**config.mk**
```make
export PLATFORM = sky130hd
export DESIGN_NAME = sorted_set_union_intersection_core
export DESIGN_NICKNAME = d
export VERILOG_FILES = /design/src/rtl/ssui_pkg.sv /design/src/rtl/ssui_ram.sv /design/src/rtl/ssui_ctrl.sv /design/src/rtl/sorted_set_union_intersection_core.sv
export SDC_FILE = /design/constraint.sdc
export NUM_CORES = 2
export LEC_CHECK = 0
export BUFFER_PORTS_ARGS = -buffer_cell sky130_fd_sc_hd__buf_2
export CAP_MARGIN = 25
export CORE_MARGIN = 3
export CORE_UTILIZATION = 39
export DETAILED_ROUTE_END_ITERATION = 12
export PLACE_DENSITY = 0.6
export RECOVER_POWER = 50
export SLEW_MARGIN = 10
export SYNTH_ARGS = -nofsm -noshare
export SYNTH_HDL_FRONTEND = slang
export SYNTH_HIERARCHICAL = 1
export SYNTH_SLANG_ARGS = --single-unit
```
**constraint.sdc**
```tcl
create_clock -name clk -period 6.7 [get_ports clk]
set_input_delay 0.335 -clock clk [delete_from_list [all_inputs] [get_ports clk]]
set_output_delay 0.335 -clock clk [all_outputs]
set_load 0.05 [all_outputs]
```
**src/rtl/ssui_pkg.sv**
```systemverilog
// shared types and constants for the sorted set union / intersection core
// opcodes, status codes, controller states and the result record
// no dependencies
package ssui_pkg;

    localparam int DATA_W = 32;

    localparam logic [2:0] OP_INS_A  = 3'd0;
    localparam logic [2:0] OP_INS_B  = 3'd1;
    localparam logic [2:0] OP_UNION  = 3'd2;
    localparam logic [2:0] OP_ISECT  = 3'd3;
    localparam logic [2:0] OP_CLEAR  = 3'd4;

    localparam logic [1:0] STATUS_OK    = 2'd0;
    localparam logic [1:0] STATUS_DUP   = 2'd1;
    localparam logic [1:0] STATUS_FULL  = 2'd2;
    localparam logic [1:0] STATUS_EMPTY = 2'd3;

    typedef enum logic [2:0] {
        ST_IDLE,
        ST_SEARCH,
        ST_SHIFT,
        ST_MERGE,
        ST_FLUSH,
        ST_RESULT
    } state_t;

    typedef struct packed {
        logic signed [DATA_W-1:0] value;
        logic                     has_value;
        logic [1:0]               status;
        logic                     last;
    } res_t;

endpackage

```
**src/rtl/ssui_ram.sv**
```systemverilog
// generic single write port / single read port ram with registered read
// no reset on the array or the read register
// no dependencies
module ssui_ram #(
    parameter int WIDTH = 32,
    parameter int DEPTH = 32,
    parameter int AW    = (DEPTH > 1) ? $clog2(DEPTH) : 1
) (
    input  logic             clk,
    input  logic             we,
    input  logic [AW-1:0]    waddr,
    input  logic [WIDTH-1:0] wdata,
    input  logic [AW-1:0]    raddr,
    output logic [WIDTH-1:0] rdata
);

    logic [WIDTH-1:0] mem [DEPTH];
    logic [WIDTH-1:0] rdata_reg;

    always_ff @(posedge clk)
    begin
        if (we)
        begin
            mem[waddr] <= wdata;
        end
        rdata_reg <= mem[raddr];
    end

    assign rdata = rdata_reg;

endmodule

```
**src/rtl/ssui_ctrl.sv**
```systemverilog
// controller for the sorted set core: sorted insert (search then shift),
// merge walk for union / intersection, clear; drives both set rams
// depends on ssui_pkg
module ssui_ctrl
    import ssui_pkg::*;
#(
    parameter int SET_DEPTH = 32,
    parameter int AW        = (SET_DEPTH > 1) ? $clog2(SET_DEPTH) : 1,
    parameter int CW        = $clog2(SET_DEPTH + 1)
) (
    input  logic                     clk,
    input  logic                     rst_n,
    input  logic                     in_valid,
    output logic                     in_ready,
    input  logic [2:0]               in_opcode,
    input  logic signed [DATA_W-1:0] in_value,
    output logic                     res_valid,
    input  logic                     res_ready,
    output res_t                     res,
    output logic [AW-1:0]            a_raddr,
    output logic [AW-1:0]            b_raddr,
    input  logic signed [DATA_W-1:0] a_rdata,
    input  logic signed [DATA_W-1:0] b_rdata,
    output logic                     a_we,
    output logic                     b_we,
    output logic [AW-1:0]            wr_addr,
    output logic [DATA_W-1:0]        wr_data
);

    state_t                   state_reg, state_next;
    logic [2:0]               op_reg, op_next;
    logic signed [DATA_W-1:0] val_reg, val_next;
    logic [CW-1:0]            i_reg, i_next;
    logic [CW-1:0]            j_reg, j_next;
    logic [CW-1:0]            cnt_a_reg, cnt_a_next;
    logic [CW-1:0]            cnt_b_reg, cnt_b_next;
    logic [1:0]               status_reg, status_next;
    logic signed [DATA_W-1:0] pend_reg, pend_next;
    logic                     pend_valid_reg, pend_valid_next;

    logic                     sel_b;
    logic                     is_union;
    logic signed [DATA_W-1:0] rd;
    logic [CW-1:0]            n_sel;
    logic                     have_a, have_b;
    logic signed [DATA_W-1:0] mv;
    logic                     emit;
    logic                     adv_a, adv_b;
    logic [CW-1:0]            ins_addr;
    logic [CW-1:0]            ra_full, rb_full;

    assign sel_b    = (op_reg == OP_INS_B);
    assign is_union = (op_reg == OP_UNION);
    assign rd       = sel_b ? b_rdata : a_rdata;
    assign n_sel    = sel_b ? cnt_b_reg : cnt_a_reg;
    assign have_a   = (i_reg < cnt_a_reg);
    assign have_b   = (j_reg < cnt_b_reg);
    assign in_ready = (state_reg == ST_IDLE);

    always_ff @(posedge clk or negedge rst_n)
    begin
        if (!rst_n)
        begin
            state_reg      <= ST_IDLE;
            cnt_a_reg      <= '0;
            cnt_b_reg      <= '0;
            pend_valid_reg <= 1'b0;
            i_reg          <= '0;
            j_reg          <= '0;
            op_reg         <= OP_INS_A;
            status_reg     <= STATUS_OK;
        end
        else
        begin
            state_reg      <= state_next;
            cnt_a_reg      <= cnt_a_next;
            cnt_b_reg      <= cnt_b_next;
            pend_valid_reg <= pend_valid_next;
            i_reg          <= i_next;
            j_reg          <= j_next;
            op_reg         <= op_next;
            status_reg     <= status_next;
        end
    end

    always_ff @(posedge clk)
    begin
        val_reg  <= val_next;
        pend_reg <= pend_next;
    end

    // merge candidate from the two current heads
    always_comb
    begin
        mv    = a_rdata;
        emit  = is_union;
        adv_a = 1'b0;
        adv_b = 1'b0;
        if (have_a && have_b)
        begin
            if (a_rdata > b_rdata)
            begin
                adv_a = 1'b1;
            end
            else if (b_rdata > a_rdata)
            begin
                mv    = b_rdata;
                adv_b = 1'b1;
            end
            else
            begin
                emit  = 1'b1;
                adv_a = 1'b1;
                adv_b = 1'b1;
            end
        end
        else if (have_a)
        begin
            adv_a = 1'b1;
        end
        else
        begin
            mv    = b_rdata;
            adv_b = 1'b1;
        end
    end

    always_comb
    begin
        state_next      = state_reg;
        op_next         = op_reg;
        val_next        = val_reg;
        i_next          = i_reg;
        j_next          = j_reg;
        cnt_a_next      = cnt_a_reg;
        cnt_b_next      = cnt_b_reg;
        status_next     = status_reg;
        pend_next       = pend_reg;
        pend_valid_next = pend_valid_reg;
        res_valid       = 1'b0;
        res             = '0;
        a_we            = 1'b0;
        b_we            = 1'b0;
        wr_addr         = j_reg[AW-1:0];
        wr_data         = (j_reg == i_reg) ? val_reg : rd;

        unique case (state_reg)
            ST_IDLE:
            begin
                i_next = '0;
                j_next = '0;
                if (in_valid)
                begin
                    op_next  = in_opcode;
                    val_next = in_value;
                    case (in_opcode)
                        OP_INS_A, OP_INS_B:
                        begin
                            state_next = ST_SEARCH;
                        end
                        OP_UNION, OP_ISECT:
                        begin
                            pend_valid_next = 1'b0;
                            state_next      = ST_MERGE;
                        end
                        OP_CLEAR:
                        begin
                            cnt_a_next  = '0;
                            cnt_b_next  = '0;
                            status_next = STATUS_OK;
                            state_next  = ST_RESULT;
                        end
                        default:
                        begin
                            state_next = ST_IDLE;
                        end
                    endcase
                end
            end

            // rd holds entry i of the target set
            ST_SEARCH:
            begin
                if ((i_reg < n_sel) && (rd > val_reg))
                begin
                    i_next = i_reg + CW'(1);
                end
                else if ((i_reg < n_sel) && (rd == val_reg))
                begin
                    status_next = STATUS_DUP;
                    state_next  = ST_RESULT;
                end
                else if (n_sel == CW'(SET_DEPTH))
                begin
                    status_next = STATUS_FULL;
                    state_next  = ST_RESULT;
                end
                else
                begin
                    j_next     = n_sel;
                    state_next = ST_SHIFT;
                end
            end

            // rd holds entry j-1; move it up to j until j reaches the slot
            ST_SHIFT:
            begin
                a_we = !sel_b;
                b_we = sel_b;
                if (j_reg == i_reg)
                begin
                    if (sel_b)
                    begin
                        cnt_b_next = cnt_b_reg + CW'(1);
                    end
                    else
                    begin
                        cnt_a_next = cnt_a_reg + CW'(1);
                    end
                    status_next = STATUS_OK;
                    state_next  = ST_RESULT;
                end
                else
                begin
                    j_next = j_reg - CW'(1);
                end
            end

            // one value held back so the final one can carry last
            ST_MERGE:
            begin
                if (!have_a && !have_b)
                begin
                    state_next = ST_FLUSH;
                end
                else
                begin
                    res_valid     = emit && pend_valid_reg;
                    res.value     = pend_reg;
                    res.has_value = 1'b1;
                    res.status    = STATUS_OK;
                    res.last      = 1'b0;
                    if (!res_valid || res_ready)
                    begin
                        if (adv_a)
                        begin
                            i_next = i_reg + CW'(1);
                        end
                        if (adv_b)
                        begin
                            j_next = j_reg + CW'(1);
                        end
                        if (emit)
                        begin
                            pend_next       = mv;
                            pend_valid_next = 1'b1;
                        end
                    end
                end
            end

            ST_FLUSH:
            begin
                res_valid     = 1'b1;
                res.value     = pend_valid_reg ? pend_reg : '0;
                res.has_value = pend_valid_reg;
                res.status    = pend_valid_reg ? STATUS_OK : STATUS_EMPTY;
                res.last      = 1'b1;
                if (res_ready)
                begin
                    pend_valid_next = 1'b0;
                    state_next      = ST_IDLE;
                end
            end

            ST_RESULT:
            begin
                res_valid  = 1'b1;
                res.status = status_reg;
                res.last   = 1'b1;
                if (res_ready)
                begin
                    state_next = ST_IDLE;
                end
            end

            default:
            begin
                state_next = ST_IDLE;
            end
        endcase

        // read address follows the next index so data lines up next cycle
        ins_addr = (state_next == ST_SHIFT) ? (j_next - CW'(1)) : i_next;
        ra_full  = i_next;
        rb_full  = j_next;
        if (state_next == ST_SEARCH || state_next == ST_SHIFT)
        begin
            if (sel_b || (state_next == ST_SEARCH && state_reg == ST_IDLE
                          && in_opcode == OP_INS_B))
            begin
                rb_full = ins_addr;
            end
            else
            begin
                ra_full = ins_addr;
            end
        end
    end

    assign a_raddr = ra_full[AW-1:0];
    assign b_raddr = rb_full[AW-1:0];

endmodule

```
**src/rtl/sorted_set_union_intersection_core.sv**
```systemverilog
// top level of the sorted set union / intersection core
// depends on ssui_pkg, ssui_ram, ssui_ctrl
//
// usage: one request on the s_ channel carries an opcode and a value.
// insert into A or B puts the value at its place in a descending set and
// answers with one status result (ok, duplicate, full). union and
// intersection stream the merged values highest first on the m_ channel,
// tlast on the final one; an empty answer is one result with status empty
// and no value. clear empties both sets and answers ok. opcodes 5 to 7 are
// dropped without a result.
// timing: one request at a time; s_tready is high only while idle. an
// insert walks to the slot (search), then shifts from the top entry down
// to it, one entry a cycle; a merge makes one head compare per cycle over
// both rams while the output is not stalled. the next request is taken
// once the final result has gone into the output register. a result sits
// in the output register while the next step goes on; when the receiver
// holds m_tready low the walk waits. reset empties both sets at once, the
// ram contents are left as they are and entries beyond the fill counts
// are never used.
module sorted_set_union_intersection_core
    import ssui_pkg::*;
#(
    parameter int SET_DEPTH = 32
) (
    input  logic        clk,
    input  logic        rst_n,
    input  logic        s_tvalid,
    output logic        s_tready,
    input  logic [31:0] s_tdata,   // value [31:0]
    input  logic [2:0]  s_tuser,   // opcode [2:0]
    output logic        m_tvalid,
    input  logic        m_tready,
    output logic [31:0] m_tdata,   // out_value [31:0]
    output logic [2:0]  m_tuser,   // has_value [0], status [2:1]
    output logic        m_tlast
);

    localparam int AW = (SET_DEPTH > 1) ? $clog2(SET_DEPTH) : 1;
    localparam int CW = $clog2(SET_DEPTH + 1);

    logic                     res_valid;
    logic                     res_ready;
    res_t                     res;
    logic [AW-1:0]            a_raddr, b_raddr, wr_addr;
    logic signed [DATA_W-1:0] a_rdata, b_rdata;
    logic [DATA_W-1:0]        a_rdata_raw, b_rdata_raw;
    logic                     a_we, b_we;
    logic [DATA_W-1:0]        wr_data;

    logic                     m_valid_reg, m_valid_next;
    res_t                     m_data_reg, m_data_next;

    assign a_rdata = $signed(a_rdata_raw);
    assign b_rdata = $signed(b_rdata_raw);

    ssui_ram #(
        .WIDTH (DATA_W),
        .DEPTH (SET_DEPTH),
        .AW    (AW)
    ) u_ram_a (
        .clk   (clk),
        .we    (a_we),
        .waddr (wr_addr),
        .wdata (wr_data),
        .raddr (a_raddr),
        .rdata (a_rdata_raw)
    );

    ssui_ram #(
        .WIDTH (DATA_W),
        .DEPTH (SET_DEPTH),
        .AW    (AW)
    ) u_ram_b (
        .clk   (clk),
        .we    (b_we),
        .waddr (wr_addr),
        .wdata (wr_data),
        .raddr (b_raddr),
        .rdata (b_rdata_raw)
    );

    ssui_ctrl #(
        .SET_DEPTH (SET_DEPTH),
        .AW        (AW),
        .CW        (CW)
    ) u_ctrl (
        .clk       (clk),
        .rst_n     (rst_n),
        .in_valid  (s_tvalid),
        .in_ready  (s_tready),
        .in_opcode (s_tuser),
        .in_value  ($signed(s_tdata)),
        .res_valid (res_valid),
        .res_ready (res_ready),
        .res       (res),
        .a_raddr   (a_raddr),
        .b_raddr   (b_raddr),
        .a_rdata   (a_rdata),
        .b_rdata   (b_rdata),
        .a_we      (a_we),
        .b_we      (b_we),
        .wr_addr   (wr_addr),
        .wr_data   (wr_data)
    );

    // output register: refills in the same cycle the receiver drains it
    assign res_ready = !m_valid_reg || m_tready;

    always_comb
    begin
        m_valid_next = m_valid_reg;
        m_data_next  = m_data_reg;
        if (res_valid && res_ready)
        begin
            m_valid_next = 1'b1;
            m_data_next  = res;
        end
        else if (m_tready)
        begin
            m_valid_next = 1'b0;
        end
    end

    always_ff @(posedge clk or negedge rst_n)
    begin
        if (!rst_n)
        begin
            m_valid_reg <= 1'b0;
        end
        else
        begin
            m_valid_reg <= m_valid_next;
        end
    end

    always_ff @(posedge clk)
    begin
        m_data_reg <= m_data_next;
    end

    assign m_tvalid = m_valid_reg;
    assign m_tdata  = m_data_reg.value;
    assign m_tuser  = {m_data_reg.status, m_data_reg.has_value};
    assign m_tlast  = m_data_reg.last;

endmodule
```
==> impl_metrics.csv <==
group,metric,value,unit
run_status,status,"complete, but fails checks",
run_status,failed_checks,"capacitance limit, slew limit",
global_routing,grt_pass1_vias,49020,
layout,final_cell_mix,"edfxtp_1, mux2i_1, nand2_1",
clock_tree,clkTransAtPathRegs,60,ps
clock_tree,h-tree-depth,4,
layout,area_growth,14.27,%
yosys,synth_nets,5590,
global_routing,antenna_found_initial,1,
setup_path,worstSetupStartpointType,"flop",
yosys,syn_inst,5466,
clock_tree,cts_buffers,218,
floorplanning,chipWidth,487.4,um
yosys,synth_edf_count,2148,
placement,io_buffers,76,
hold_path,hold_depth,2,
yosys,synth_ff_type,"edfxtp_1",
yosys,synthTopCellsByArea,"edfxtp_1, mux2i_1, a22oi_1",
flow_run,cap_viol_max_count,34,
clock_tree,cts.sinks,2246,
yosys,synth-seq-cells,2246,
setup_path,crit_fanout,43,
clock_tree,clock_path_buffers,3,
placement,place.gp.congestion,0.8757,
floorplanning,die-area,0.2375,mm2
routing,route.detailed.drc,0,
timing,min_period_over_period,0.9674,
timing,fin_crit,6481,ps
placement,place_inst,8514,
timing,hold_violations,0,
setup_path,crit_arrival,7120,ps
layout,final_common_cell,"edfxtp_1",
layout,regArea,0.06663,mm2
floorplanning,dieHeight,487.4,um
timing,tightest_slew,3208,ps
setup_path,path_delay_family,"compound AO/OA/AOI/OAI gates",
floorplanning,core,0.2303,mm2
hold_path,min_to,"u_ctrl/val_reg[28]$_DFFE_PP_",
layout,postLayoutCoreUtil,0.4483,
global_routing,grt_pass1_wl,340.5,mm
placement,dp_hpwl,138.5,mm
layout,nets,5874,
setup_path,crit_type,"flop to flop",
timing,timing.slew.headroom,-1.138,
setup_path,r2r-start,"u_ctrl/op_reg[1]$_DFFE_PN0P_",
setup_path,required,7340,ps
routing,firstDrtPassIters,6,
yosys,yosysTopAreaCellShare,0.7137,
yosys,ys_seq_area_frac,0.7373,
hold_path,hp-class,"primary input to flop",
timing,rsz0062_at_grt,"true",
timing,fin_skew,34.98,ps
layout,top_regs,"u_ram_a/mem (1024), u_ram_b/mem (1024)",
layout,stdcell_area,0.1033,mm2
yosys,synth_top_area_cell,"edfxtp_1",
clock_tree,cts_tree,"done",
clock_tree,cts_root_buf,"clkbuf_16",
timing,max_freq,154.3,MHz
floorplanning,num_rows,176,
setup_path,rr_endpoint,"u_ram_b/rdata[26]$_DFF_P_",
layout,finalNonFillerCells,8966,
routing,antenna_left,0,
global_routing,grt_max_degree,65,
setup_path,endpoint_kind,"flop",
yosys,async_reset_ff_frac,0.01514,
setup_path,cpMostUsedCell,"nand2_1",
setup_path,rr_worst_depth,25,
clock_tree,worstSkewPairLatency,860,ps
global_routing,grt_overflow,0,
routing,totalWireLength,234.2,mm
hold_path,hold_path.startpoint,"s_tdata[28]",
setup_path,cp_num_buf_inv,4,
routing,vias,49410,
floorplanning,initial_utilization,0.3923,
yosys,yosys_warnings,6,
layout,drive_gt1_frac,0.1204,
yosys,synth_cell_type_count,88,
setup_path,max_stage_delay,480,ps
placement,dpl-instance-area,0.09597,mm2
layout,multi_input_area,0.02219,mm2
setup_path,slowest_stage,"a2111oi_2",
routing,post_drt_wl_per_cell,26.12,um
global_routing,grt_usage,0.1938,
floorplanning,ios,77,
routing,routed_via_density,5.510,
timing,drv_slew,971,
yosys,synthesis.area,0.09037,mm2
setup_path,r2r_slack,220,ps
layout,fillers,19890,
yosys,syn_avg_cell_area,16.53,um2
timing,setup_viol,0,
routing,drtIter0Drc,4204,
## Yosys cell counts, drive strengths merged, types with 5 or more instances
cell and n:
a21o 7, a31oi 71, o21ai 54, nor4 6, o21a 10, nand2 290
nand3 220, a21oi 247, dfxtp 64, a22o 130, dfrtp 34, nand3b 12
or2 8, o211ai 8, edfxtp 2148, nand4 22, nor2 115, mux2i 1032
nor2b 39, o31a 5, xnor2 18, a22oi 193, and2 13, inv 90
clkbuf 112, a2111oi 7, mux2 69, o31ai 11, and3 7, nor3 73
or3b 7, ha 85, nand2b 17, buf 182
## through the flow
stage | hold WS (ps) | worst slack, ps | TNS [ps]
after global routing | 172.2 | -5.337 | -5.337
final | 214.5 | 218.5 | 0
after CTS | 138.3 | 46.86 | 0
after detailed placement | 467.0 | -515.0 | -10860
after floorplan | 39.41 | 1096 | 0
after global placement | 462.2 | -464.7 | -8573
## logic make-up after synthesis
family                     Yosys count  synth area share
DFF                               2246            0.7373
and+or+nand+nor                    846           0.04436
AOI/OAI and AO/OA                  785           0.05892
buffers and inverters              384           0.02261
xor gates and xnor gates            19          0.001841
adders and majority gates           85           0.01177
muxes                             1101            0.1232
## per-layer routing
metal  part of all wire  track usage  wire, um
met2               0.49       0.3247    114400
met1               0.43       0.2651    100400
met5                  0            0         0
met3              0.053      0.02173     12330
met4              0.030      0.06025      7138
## worst max-delay path by stage
stage | startpoint | depth (start not counted) | slack [ps] | to
global placement | u_ctrl/op_reg[2]$_DFFE_PN0P_ | 24 | -460 | u_ram_b/rdata[20]$_DFF_P_
global route | u_ctrl/op_reg[1]$_DFFE_PN0P_ | 25 | -5 | u_ram_b/rdata[17]$_DFF_P_
floorplan | u_ctrl/op_reg[2]$_DFFE_PN0P_ | 26 | 1100 | u_ram_b/rdata[13]$_DFF_P_
finish | u_ctrl/op_reg[1]$_DFFE_PN0P_ | 25 | 220 | u_ram_b/rdata[26]$_DFF_P_
detailed placement | u_ctrl/op_reg[2]$_DFFE_PN0P_ | 24 | -510 | u_ram_b/rdata[20]$_DFF_P_
CTS | u_ctrl/op_reg[1]$_DFFE_PN0P_ | 24 | 50 | u_ram_b/rdata[20]$_DFF_P_
## area by class of cell
class                      count  area share
antenna                        1  0.00002423
sequential                  2246      0.6453
clock buffer                 280     0.05675
inverter                      90    0.003271
clock inverter               129     0.01358
multi-input combinational   2836      0.2148
timing repair buffer         358     0.02960
tap                         3026     0.03666
## timing repair
item / CTS / global route
resized for setup: 1 / 21
hold buffers: 38 / 0
endpoints found under the setup margin: 62 / 28
gates cloned: 0 / 1
setup buffers: 1 / 0
endpoints found under the hold margin: 74 / 0
pin swaps: 1 / 0
Power is left out: the tool's default activity adds up to more than one toggle a clock period on the data nets, which glitch-free logic cannot reach.
